## config.mk

```make
export PLATFORM = sky130hd
export DESIGN_NAME = gregorian_date_arithmetic
export DESIGN_NICKNAME = d
export VERILOG_FILES = /design/src/rtl/core/gda_pkg.sv /design/src/rtl/core/gda_alu.sv /design/src/rtl/core/gda_seq.sv /design/src/rtl/core/gregorian_date_arithmetic.sv
export VERILOG_INCLUDE_DIRS = /design/src /design/src/rtl/core
export SDC_FILE = /design/constraint.sdc
export NUM_CORES = 1
export LEC_CHECK = 0
export ABC_AREA = 1
export BUFFER_PORTS_ARGS = -buffer_cell sky130_fd_sc_hd__buf_2
export CORE_MARGIN = 3
export CORE_UTILIZATION = 48
export CTS_CLUSTER_SIZE = 25
export DETAILED_ROUTE_END_ITERATION = 6
export PLACE_DENSITY = 0.65
export SETUP_SLACK_MARGIN = 0.5
export SYNTH_ARGS = -nofsm -noshare
export SYNTH_HDL_FRONTEND = slang
export SYNTH_HIERARCHICAL = 1
export SYNTH_SLANG_ARGS = --single-unit
```

## constraint.sdc

```tcl
create_clock -name i_clk -period 8.6 [get_ports i_clk]
set_clock_uncertainty 0.15 [all_clocks]
set_input_delay 0 -clock i_clk [delete_from_list [all_inputs] [get_ports i_clk]]
set_output_delay 0 -clock i_clk [all_outputs]
set_load 0.005 [all_outputs]
```

## src/rtl/core/gregorian_date_arithmetic_macros.svh

```systemverilog
// ----------------------------------------------------------------------------
// Gregorian date arithmetic - assertion macros
// Shared concurrent check forms, clocked on the rising edge with reset held off.
// ----------------------------------------------------------------------------
`ifndef GREGORIAN_DATE_ARITHMETIC_MACROS_SVH
`define GREGORIAN_DATE_ARITHMETIC_MACROS_SVH

// Same-cycle implication
`define GDA_ASSERT_NOW(lbl, clk, rst_n, ante, cons) \
    lbl: assert property (@(posedge clk) disable iff (!rst_n) (ante) |-> (cons)) \
        else $error("gda: same-cycle check failed");

// Next-cycle implication
`define GDA_ASSERT_NEXT(lbl, clk, rst_n, ante, cons) \
    lbl: assert property (@(posedge clk) disable iff (!rst_n) (ante) |=> (cons)) \
        else $error("gda: next-cycle check failed");

`endif

```

## src/rtl/core/gda_pkg.sv

```systemverilog
`timescale 1ns / 1ps
// ----------------------------------------------------------------------------
// gda_pkg
// Types, widths, calendar constants and month-length lookup for the date unit.
// ----------------------------------------------------------------------------
package gda_pkg;

    localparam int MAX_YEAR = 9999;

    localparam int YEAR_W = 14;
    localparam int MON_W  = 4;
    localparam int DAY_W  = 5;
    localparam int CNT_W  = 23;
    localparam int DN_W   = 22;   // day number of a valid date
    localparam int ACC_W  = 24;   // signed working width of the day adder
    localparam int Q100_W = 7;    // (year - 1) / 100 for a valid year

    // first day number past the last day of MAX_YEAR
    localparam int DAYS_LIMIT = MAX_YEAR * 365 + MAX_YEAR / 4 - MAX_YEAR / 100
                              + MAX_YEAR / 400;

    localparam logic [ACC_W-1:0] LIMIT_DN  = ACC_W'(DAYS_LIMIT);
    localparam logic [ACC_W-1:0] DAYS_400Y = ACC_W'(146097);
    localparam logic [ACC_W-1:0] DAYS_100Y = ACC_W'(36524);
    localparam logic [ACC_W-1:0] DAYS_4Y   = ACC_W'(1461);
    localparam logic [ACC_W-1:0] DAYS_1Y   = ACC_W'(365);

    // x / 100 == (x * 5243) >> 19 for every 14-bit x
    localparam logic [12:0] RECIP100       = 13'd5243;
    localparam int          RECIP100_SH    = 19;
    localparam int          RECIP100_SH_HI = RECIP100_SH + Q100_W - 1;

    localparam logic signed [CNT_W-1:0] DB_MAX = {1'b0, {(CNT_W-1){1'b1}}};
    localparam logic signed [CNT_W-1:0] DB_MIN = {1'b1, {(CNT_W-1){1'b0}}};

    localparam logic [DAY_W-1:0] MONTH_LEN [13] = '{
        5'd0, 5'd31, 5'd28, 5'd31, 5'd30, 5'd31, 5'd30,
        5'd31, 5'd31, 5'd30, 5'd31, 5'd30, 5'd31
    };

    typedef enum logic [1:0] {
        OP_ADD  = 2'd0,
        OP_SUB  = 2'd1,
        OP_DIFF = 2'd2,
        OP_CMP  = 2'd3
    } t_op;

    typedef enum logic [1:0] {
        ST_OK       = 2'd0,
        ST_BAD_DATE = 2'd1,
        ST_RANGE    = 2'd2
    } t_status;

    typedef struct packed {
        t_op                      req_type;
        logic [YEAR_W-1:0]        a_year;
        logic [MON_W-1:0]         a_month;
        logic [DAY_W-1:0]         a_day;
        logic [YEAR_W-1:0]        b_year;
        logic [MON_W-1:0]         b_month;
        logic [DAY_W-1:0]         b_day;
        logic signed [CNT_W-1:0]  day_count;
    } t_req;

    typedef struct packed {
        logic [YEAR_W-1:0]        res_year;
        logic [MON_W-1:0]         res_month;
        logic [DAY_W-1:0]         res_day;
        logic signed [CNT_W-1:0]  days_between;
        logic                     is_less;
        logic                     is_equal;
        t_status                  status;
    } t_res;

    typedef struct packed {
        logic              sub;
        logic [ACC_W-1:0]  opa;
        logic [ACC_W-1:0]  opb;
    } t_alu_req;

    typedef struct packed {
        logic [ACC_W-1:0]  sum;
        logic              neg;
        logic              zero;
    } t_alu_rsp;

    function automatic logic [DAY_W-1:0] days_in_month(input logic leap,
                                                       input logic [MON_W-1:0] month);
        logic [DAY_W-1:0] len;
        len = '0;
        if (month != '0 && month <= MON_W'(12)) begin
            if (month == MON_W'(2) && leap) begin
                len = DAY_W'(29);
            end else begin
                len = MONTH_LEN[month];
            end
        end
        return len;
    endfunction

endpackage

```

## src/rtl/core/gda_alu.sv

```systemverilog
`timescale 1ns / 1ps
// ----------------------------------------------------------------------------
// gda_alu
// Shared day-number adder/subtractor with sign and zero flags.
// ----------------------------------------------------------------------------
module gda_alu (
    input  gda_pkg::t_alu_req i_req,
    output gda_pkg::t_alu_rsp o_rsp
);

    logic [gda_pkg::ACC_W-1:0] w_opb;
    logic [gda_pkg::ACC_W-1:0] w_sum;

    assign w_opb = i_req.sub ? ~i_req.opb : i_req.opb;
    assign w_sum = i_req.opa + w_opb + {{(gda_pkg::ACC_W-1){1'b0}}, i_req.sub};

    assign o_rsp.sum  = w_sum;
    assign o_rsp.neg  = w_sum[gda_pkg::ACC_W-1];
    assign o_rsp.zero = (w_sum == '0);

endmodule

```

## src/rtl/core/gda_seq.sv

```systemverilog
`timescale 1ns / 1ps
// ----------------------------------------------------------------------------
// gda_seq
// Sequencer: converts dates to day numbers, adds or compares, and walks a day
// number back to a date, all through one shared adder.
// ----------------------------------------------------------------------------
module gda_seq (
    input  logic            i_clk,
    input  logic            i_rst_n,
    input  logic            i_req_valid,
    output logic            o_req_ready,
    input  gda_pkg::t_req   i_req,
    output logic            o_res_valid,
    input  logic            i_res_ready,
    output gda_pkg::t_res   o_res
);

    typedef enum logic [12:0] {
        S_IDLE = 13'b0000000000001,
        S_DIV  = 13'b0000000000010,
        S_YEAR = 13'b0000000000100,
        S_MON  = 13'b0000000001000,
        S_ADD  = 13'b0000000010000,
        S_LIM  = 13'b0000000100000,
        S_Y400 = 13'b0000001000000,
        S_Y100 = 13'b0000010000000,
        S_Y4   = 13'b0000100000000,
        S_Y1   = 13'b0001000000000,
        S_RMON = 13'b0010000000000,
        S_CMP  = 13'b0100000000000,
        S_DONE = 13'b1000000000000
    } t_state;

    t_state                      r_state, n_state;
    gda_pkg::t_req               r_req, n_req;
    gda_pkg::t_res               r_res, n_res;
    logic [gda_pkg::ACC_W-1:0]   r_acc, n_acc;
    logic [gda_pkg::DN_W-1:0]    r_na, n_na;
    logic [gda_pkg::Q100_W-1:0]  r_q100, n_q100;
    logic                        r_leap, n_leap;
    logic [gda_pkg::MON_W-1:0]   r_k, n_k;
    logic [4:0]                  r_cnt, n_cnt;
    logic [1:0]                  r_cc, n_cc;
    logic [4:0]                  r_qc, n_qc;
    logic [gda_pkg::YEAR_W-1:0]  r_yr, n_yr;
    logic                        r_pass_b, n_pass_b;

    logic [gda_pkg::YEAR_W-1:0]  w_y;
    logic [gda_pkg::MON_W-1:0]   w_m;
    logic [gda_pkg::DAY_W-1:0]   w_d;
    logic [gda_pkg::YEAR_W-1:0]  w_p;
    logic [26:0]                 w_prod;
    logic [gda_pkg::YEAR_W-1:0]  w_rem;
    logic [gda_pkg::DN_W-1:0]    w_dby;
    logic                        w_leap_in;
    logic                        w_bad_ymd;
    logic                        w_op_date;
    gda_pkg::t_alu_req           w_alu_req;
    gda_pkg::t_alu_rsp           w_alu_rsp;

    gda_alu u_alu (
        .i_req (w_alu_req),
        .o_rsp (w_alu_rsp)
    );

    // date under conversion
    assign w_y = r_pass_b ? r_req.b_year  : r_req.a_year;
    assign w_m = r_pass_b ? r_req.b_month : r_req.a_month;
    assign w_d = r_pass_b ? r_req.b_day   : r_req.a_day;
    assign w_p = w_y - gda_pkg::YEAR_W'(1);

    assign w_prod = {13'd0, w_p} * {14'd0, gda_pkg::RECIP100};
    assign w_rem  = w_p - ({7'd0, r_q100} * gda_pkg::YEAR_W'(100));
    // days before year y: p*365 + p/4 - p/100 + p/400
    assign w_dby  = ({8'd0, w_p} * gda_pkg::DN_W'(365)) + {10'd0, w_p[13:2]}
                  - {15'd0, r_q100} + {17'd0, r_q100[6:2]};
    // fourth year of a four-year block, unless it closes a plain century
    assign w_leap_in = (w_rem[1:0] == 2'd3) && ((w_rem[6:2] != 5'd24) || (r_q100[1:0] == 2'd3));

    assign w_bad_ymd = (w_y == '0) || (w_y > gda_pkg::YEAR_W'(gda_pkg::MAX_YEAR))
                    || (w_m == '0) || (w_m > gda_pkg::MON_W'(12)) || (w_d == '0);
    assign w_op_date = (r_req.req_type == gda_pkg::OP_ADD) || (r_req.req_type == gda_pkg::OP_SUB);

    always_comb begin
        w_alu_req.sub = 1'b1;
        w_alu_req.opa = r_acc;
        w_alu_req.opb = '0;
        case (r_state)
            S_MON: begin
                w_alu_req.sub = 1'b0;
                if (r_k < w_m) begin
                    w_alu_req.opb = gda_pkg::ACC_W'(gda_pkg::days_in_month(r_leap, r_k));
                end else begin
                    w_alu_req.opb = gda_pkg::ACC_W'(w_d - gda_pkg::DAY_W'(1));
                end
            end
            S_ADD: begin
                w_alu_req.sub = (r_req.req_type == gda_pkg::OP_SUB);
                w_alu_req.opa = gda_pkg::ACC_W'(r_na);
                w_alu_req.opb = gda_pkg::ACC_W'(r_req.day_count);
            end
            S_LIM:  w_alu_req.opb = gda_pkg::LIMIT_DN;
            S_Y400: w_alu_req.opb = gda_pkg::DAYS_400Y;
            S_Y100: w_alu_req.opb = gda_pkg::DAYS_100Y;
            S_Y4:   w_alu_req.opb = gda_pkg::DAYS_4Y;
            S_Y1:   w_alu_req.opb = gda_pkg::DAYS_1Y;
            S_RMON: w_alu_req.opb = gda_pkg::ACC_W'(gda_pkg::days_in_month(r_leap, r_k));
            S_CMP: begin
                w_alu_req.opa = gda_pkg::ACC_W'(r_na);
                w_alu_req.opb = r_acc;
            end
            default: begin
                w_alu_req.sub = 1'b0;
            end
        endcase
    end

    always_comb begin
        n_state  = r_state;
        n_req    = r_req;
        n_res    = r_res;
        n_acc    = r_acc;
        n_na     = r_na;
        n_q100   = r_q100;
        n_leap   = r_leap;
        n_k      = r_k;
        n_cnt    = r_cnt;
        n_cc     = r_cc;
        n_qc     = r_qc;
        n_yr     = r_yr;
        n_pass_b = r_pass_b;
        case (r_state)
            S_IDLE: begin
                if (i_req_valid) begin
                    n_req    = i_req;
                    n_res    = '0;
                    n_pass_b = 1'b0;
                    n_state  = S_DIV;
                end
            end
            S_DIV: begin
                n_q100 = w_prod[gda_pkg::RECIP100_SH_HI:gda_pkg::RECIP100_SH];
                if (w_bad_ymd) begin
                    n_res.status = gda_pkg::ST_BAD_DATE;
                    n_state      = S_DONE;
                end else begin
                    n_state = S_YEAR;
                end
            end
            S_YEAR: begin
                n_acc  = gda_pkg::ACC_W'(w_dby);
                n_leap = w_leap_in;
                n_k    = gda_pkg::MON_W'(1);
                if (w_d > gda_pkg::days_in_month(w_leap_in, w_m)) begin
                    n_res.status = gda_pkg::ST_BAD_DATE;
                    n_state      = S_DONE;
                end else begin
                    n_state = S_MON;
                end
            end
            S_MON: begin
                n_acc = w_alu_rsp.sum;
                if (r_k < w_m) begin
                    n_k = r_k + gda_pkg::MON_W'(1);
                end else if (!r_pass_b) begin
                    n_na = w_alu_rsp.sum[gda_pkg::DN_W-1:0];
                    if (w_op_date) begin
                        n_state = S_ADD;
                    end else begin
                        n_pass_b = 1'b1;
                        n_state  = S_DIV;
                    end
                end else begin
                    n_state = S_CMP;
                end
            end
            S_ADD: begin
                n_acc = w_alu_rsp.sum;
                if (w_alu_rsp.neg) begin
                    n_res.status = gda_pkg::ST_RANGE;
                    n_state      = S_DONE;
                end else begin
                    n_state = S_LIM;
                end
            end
            S_LIM: begin
                n_yr  = gda_pkg::YEAR_W'(1);
                n_cnt = '0;
                if (!w_alu_rsp.neg) begin
                    n_res.status = gda_pkg::ST_RANGE;
                    n_state      = S_DONE;
                end else begin
                    n_state = S_Y400;
                end
            end
            S_Y400: begin
                if (!w_alu_rsp.neg) begin
                    n_acc = w_alu_rsp.sum;
                    n_yr  = r_yr + gda_pkg::YEAR_W'(400);
                end else begin
                    n_state = S_Y100;
                end
            end
            S_Y100: begin
                // the last century of a 400-year block is one day longer: cap at three
                if (!w_alu_rsp.neg && r_cnt != 5'd3) begin
                    n_acc = w_alu_rsp.sum;
                    n_yr  = r_yr + gda_pkg::YEAR_W'(100);
                    n_cnt = r_cnt + 5'd1;
                end else begin
                    n_cc    = r_cnt[1:0];
                    n_cnt   = '0;
                    n_state = S_Y4;
                end
            end
            S_Y4: begin
                if (!w_alu_rsp.neg) begin
                    n_acc = w_alu_rsp.sum;
                    n_yr  = r_yr + gda_pkg::YEAR_W'(4);
                    n_cnt = r_cnt + 5'd1;
                end else begin
                    n_qc    = r_cnt;
                    n_cnt   = '0;
                    n_state = S_Y1;
                end
            end
            S_Y1: begin
                if (!w_alu_rsp.neg && r_cnt != 5'd3) begin
                    n_acc = w_alu_rsp.sum;
                    n_yr  = r_yr + gda_pkg::YEAR_W'(1);
                    n_cnt = r_cnt + 5'd1;
                end else begin
                    n_leap  = (r_cnt == 5'd3) && ((r_qc != 5'd24) || (r_cc == 2'd3));
                    n_k     = gda_pkg::MON_W'(1);
                    n_state = S_RMON;
                end
            end
            S_RMON: begin
                if (!w_alu_rsp.neg && r_k != gda_pkg::MON_W'(12)) begin
                    n_acc = w_alu_rsp.sum;
                    n_k   = r_k + gda_pkg::MON_W'(1);
                end else begin
                    n_res.res_year  = r_yr;
                    n_res.res_month = r_k;
                    n_res.res_day   = r_acc[gda_pkg::DAY_W-1:0] + gda_pkg::DAY_W'(1);
                    n_state         = S_DONE;
                end
            end
            S_CMP: begin
                n_res.is_less  = w_alu_rsp.neg;
                n_res.is_equal = w_alu_rsp.zero;
                if (r_req.req_type == gda_pkg::OP_DIFF) begin
                    if (w_alu_rsp.sum[gda_pkg::ACC_W-1] != w_alu_rsp.sum[gda_pkg::ACC_W-2]) begin
                        n_res.days_between = w_alu_rsp.neg ? gda_pkg::DB_MIN : gda_pkg::DB_MAX;
                        n_res.status       = gda_pkg::ST_RANGE;
                    end else begin
                        n_res.days_between = w_alu_rsp.sum[gda_pkg::CNT_W-1:0];
                    end
                end
                n_state = S_DONE;
            end
            S_DONE: begin
                if (i_res_ready) begin
                    n_state = S_IDLE;
                end
            end
            default: begin
                n_state = S_IDLE;
            end
        endcase
    end

    always_ff @(posedge i_clk) begin
        if (!i_rst_n) begin
            r_state <= S_IDLE;
        end else begin
            r_state <= n_state;
        end
    end

    // payload: no reset
    always_ff @(posedge i_clk) begin
        r_req    <= n_req;
        r_res    <= n_res;
        r_acc    <= n_acc;
        r_na     <= n_na;
        r_q100   <= n_q100;
        r_leap   <= n_leap;
        r_k      <= n_k;
        r_cnt    <= n_cnt;
        r_cc     <= n_cc;
        r_qc     <= n_qc;
        r_yr     <= n_yr;
        r_pass_b <= n_pass_b;
    end

    assign o_req_ready = (r_state == S_IDLE);
    assign o_res_valid = (r_state == S_DONE);
    assign o_res       = r_res;

endmodule

```

## src/rtl/core/gregorian_date_arithmetic.sv

```systemverilog
`timescale 1ns / 1ps
// ----------------------------------------------------------------------------
// gregorian_date_arithmetic
// Proleptic Gregorian date add, subtract, difference and compare over streams.
// ----------------------------------------------------------------------------
// One request word is taken at a time and answered with one result word. Each
// date is turned into a day number through a divide step, a year step and a
// month step for each month up to that of the date; add and subtract then walk
// the day number back into a date by stepping 400-year, century, four-year, year
// and month chunks. The month, add, range, walk-back and compare steps all go
// through the single 24-bit add/subtract unit.
// A finished result sits in the output register, so the next request word is
// taken as soon as the sequencer is back in idle.
// ----------------------------------------------------------------------------
`include "gregorian_date_arithmetic_macros.svh"

module gregorian_date_arithmetic (
    input  logic        i_clk,
    input  logic        i_rst_n,
    input  logic        s_axis_tvalid,
    output logic        s_axis_tready,
    // a_year, a_month, a_day, b_year, b_month, b_day, day_count, zero pad
    input  logic [71:0] s_axis_tdata,
    // req_type
    input  logic [1:0]  s_axis_tuser,
    output logic        m_axis_tvalid,
    input  logic        m_axis_tready,
    // res_year, res_month, res_day, days_between, is_less, is_equal
    output logic [47:0] m_axis_tdata,
    // status
    output logic [1:0]  m_axis_tuser
);

    gda_pkg::t_req w_req;
    gda_pkg::t_res w_res;
    logic          w_res_valid;
    logic          w_res_ready;
    logic          w_in_acc;

    logic          r_m_valid, n_m_valid;
    gda_pkg::t_res r_m_res, n_m_res;

    assign w_req.req_type  = gda_pkg::t_op'(s_axis_tuser);
    assign w_req.a_year    = s_axis_tdata[13:0];
    assign w_req.a_month   = s_axis_tdata[17:14];
    assign w_req.a_day     = s_axis_tdata[22:18];
    assign w_req.b_year    = s_axis_tdata[36:23];
    assign w_req.b_month   = s_axis_tdata[40:37];
    assign w_req.b_day     = s_axis_tdata[45:41];
    assign w_req.day_count = s_axis_tdata[68:46];

    gda_seq u_seq (
        .i_clk       (i_clk),
        .i_rst_n     (i_rst_n),
        .i_req_valid (s_axis_tvalid),
        .o_req_ready (s_axis_tready),
        .i_req       (w_req),
        .o_res_valid (w_res_valid),
        .i_res_ready (w_res_ready),
        .o_res       (w_res)
    );

    assign w_in_acc    = s_axis_tvalid && s_axis_tready;
    // take a new word when the output stage is empty or draining
    assign w_res_ready = !r_m_valid || m_axis_tready;

    always_comb begin
        n_m_valid = r_m_valid;
        n_m_res   = r_m_res;
        if (w_res_valid && w_res_ready) begin
            n_m_valid = 1'b1;
            n_m_res   = w_res;
        end else if (m_axis_tready) begin
            n_m_valid = 1'b0;
        end
    end

    always_ff @(posedge i_clk) begin
        if (!i_rst_n) begin
            r_m_valid <= 1'b0;
        end else begin
            r_m_valid <= n_m_valid;
        end
    end

    always_ff @(posedge i_clk) begin
        r_m_res <= n_m_res;
    end

    assign m_axis_tvalid = r_m_valid;
    assign m_axis_tdata  = {r_m_res.is_equal, r_m_res.is_less, r_m_res.days_between,
                            r_m_res.res_day, r_m_res.res_month, r_m_res.res_year};
    assign m_axis_tuser  = r_m_res.status;

    // one request at a time: busy straight after a word is taken
    `GDA_ASSERT_NEXT(a_busy_after_accept, i_clk, i_rst_n, w_in_acc, !s_axis_tready)
    // a bad date clears every other field
    `GDA_ASSERT_NOW(a_bad_date_zero, i_clk, i_rst_n,
        r_m_valid && (r_m_res.status == gda_pkg::ST_BAD_DATE), m_axis_tdata == '0)
    // no result date unless the request succeeded
    `GDA_ASSERT_NOW(a_fail_no_date, i_clk, i_rst_n,
        r_m_valid && (r_m_res.status != gda_pkg::ST_OK),
        (r_m_res.res_year == '0) && (r_m_res.res_month == '0) && (r_m_res.res_day == '0))
    // less-than and equal are exclusive
    `GDA_ASSERT_NOW(a_lt_eq_excl, i_clk, i_rst_n, r_m_valid,
        !(r_m_res.is_less && r_m_res.is_equal))

endmodule
```

==> flow_summary.ini <==
[status]
status = finished, final reports clean

[drt]
vias = 17100
vias_per_cell = 5.10
first_pass_iters = 5
drc = 0
wire_per_inst_um = 16.6
postRouteAntennaNets = 0
wirelength_mm = 55.4
drt_iter0_markers = 1251

[timing]
rsz0062_at_grt = false
fin_crit_sh_pct = 86.8
fmax_ghz = 0.134
slew_headroom_pct = 28.9
slew_violations = 0
worstMarginPinSlew_ps = 1070
setup_viol = 0
finalCriticalPeriod_ps = 7460
fin_tns_setup_ps = 0
hold_viol_final = 0

[placement]
dp_hpwl_mm = 43.6
port_buffers = 126
gp_congestion = 0.940

[global_routing]
grt_antenna_before_repair = 2
gr-total-overflow = 0
grt.total_usage_pct = 23.6
first_global_vias = 17500
grt_pass1_wl_mm = 89.9
grt_max_degree = 51

[clocking]
clk_latency_ps = 590
cts_resized = 0
cts_buffer_depth = 3
root_buffer = clkbuf_16
clock_sinks = 270
path_clk_slew_ps = 60
cts_buffers = 30
cts_tree = yes
h-tree-depth = 1

[floorplanning]
die_area_um2 = 48100
core_um2 = 44600
start_util_pct = 48.9
pin_count = 130
fp.dieH_um = 219
die_x_um = 219
placementRows = 77

[synth]
synth_enable_flop_cells = 256
synth_ff_type = edfxtp_1
yosysUniqueCellTypes = 56
synth_seq_cells = 270
ys_top_cells_by_area = edfxtp_1 35%, ha_1 12%, fa_1 12%
syn-mean-instance-area_um2 = 8.94
synth_nets = 2866
syn_inst = 2441
async_flop_share_pct = 0
syn_area_um2 = 21800
yosysWarnings = 6
ys_seq_area_share_pct = 36.5
yosysTopAreaCell = edfxtp_1
synth.top_cell.area_share_pct = 35.2

[critical_path]
start_kind = flip-flop
end_kind = flip-flop
cp.depth = 30
cp_top_family = adder cells
slowest_delay_ps = 600
path_class = reg -> reg
crit_end = u_seq/r_q100[5]
critPathLaunch = u_seq/r_pass_b
reg2regPathDepth = 30
worstPathArrival_ps = 7650
r2r-end = u_seq/r_q100[5]
cp_data_required_time_ps = 8790
r2r_slack_ps = 1140
path_max_fanout = 21
rr_startpoint = u_seq/r_pass_b
crit_slowest_cell = edfxtp_1
cp_num_buf_inv = 6

[cells_and_area]
final_util_pct = 57.3
syn2layout_area_growth_pct = 17.2
final_cell_mix = 523 x nand2_1, 510 x inv_1, 256 x edfxtp_1
nets = 3150
drive_above_1_share_pct = 10.6
final_common_cell = nand2_1

[hold_path]
hp-class = in -> reg

[flow_run]
maxCapViolCount = 0
==> cell type report <==
cell class              instances  area [um2]
fillers                      3880       19000
multi-input cells            1608       11700
flip-flops and latches        270        7970
repair buffers                287        2190
inverters                     528        1980
clock buffers                  33         762
well taps                     592         741
clock inverters                22         234
diodes                          1        2.50
==> flip-flops by register name (all words and copies together), names as in the netlist, 4 cells and up <==
name	flops
u_seq/r_qc	5
u_seq/o_res	50
u_seq/r_yr	14
m_axis_tdata	48
u_seq/r_na	22
u_seq/r_cnt	5
u_seq/r_state	13
u_seq/r_req	71
u_seq/r_k	4
u_seq/r_acc	24
u_seq/r_q100	7
==> worst min-delay path by stage <==
stage                startpoint          endpoint  slack, ps  cells past startpoint
6_report       s_axis_tdata[58]   u_seq/r_req[12]         20                      2
2_1_floorplan           i_rst_n  u_seq/r_state[0]        -80                      1
5_1_grt        s_axis_tdata[51]    u_seq/r_req[5]         10                      2
4_1_cts        s_axis_tdata[68]   u_seq/r_req[22]        0.1                      2
3_3_place_gp   s_axis_tdata[55]    u_seq/r_req[9]         30                      1
3_5_place_dp   s_axis_tdata[18]   u_seq/r_req[46]         30                      1
==> per-layer routing <==
layer	track usage, %	up-vias	routed length (um)
met4	8.27	2	1920
met5	0	-	13
li1	-	8408	-
met1	30.5	8028	23600
met3	2.71	108	2980
met2	41.0	505	26800
==> per-stage QoR <==
step                      cell area, um2  setup WS, ps  std cells  hold slack [ps]
final                              25600          1140       3341             19.7
after global routing               25600           637       3341             13.4
after CTS                          25600          1180       3340            0.124
after detailed placement           23200          1230       3143             28.3
after global placement             23200          1290       3143             28.1
after floorplan                    21800          1920       2441            -80.9
==> synthesized netlist by cell type (all sizes together), types with 2 or more instances <==
cell       n
a211oi     6
a21o       9
a21oi     94
a221oi     9
a31oi     10
and2       3
buf       22
clkbuf    13
clkinv     4
dfxtp     14
edfxtp   256
fa       133
ha       214
inv      524
nand2    554
nand3    100
nand3b     9
nand4     33
nor2     183
nor3      26
nor4      10
o2111ai    3
o211ai    11
o21a       3
o21ai     81
o21bai     8
o221ai     6
o31ai      3
o32ai      2
or2       10
xnor2     23
xor2      59
==> kinds of logic after synthesis <==
| kind of cell | Yosys count | share of synthesized area [%] |
|---|---|---|
| AO/OA/AOI/OAI | 249 | 6.69 |
| XOR/XNOR | 82 | 3.36 |
| buffers and inverters | 563 | 10.1 |
| flip-flops | 270 | 36.5 |
| multiplexers | 1 | 0.0459 |
| adder cells (fa/ha/maj) | 347 | 24.5 |
| AND/OR/NAND/NOR | 929 | 18.9 |
==> timing repair <==
item | 4_1_cts | 5_1_grt
buffers inserted | 0 | 0
endpoints found under the hold margin | 108 | 0
hold buffers | 142 | 0
Power is left out: the tool's default activity adds up to more than one toggle a clock period on the data nets, which glitch-free logic cannot reach.
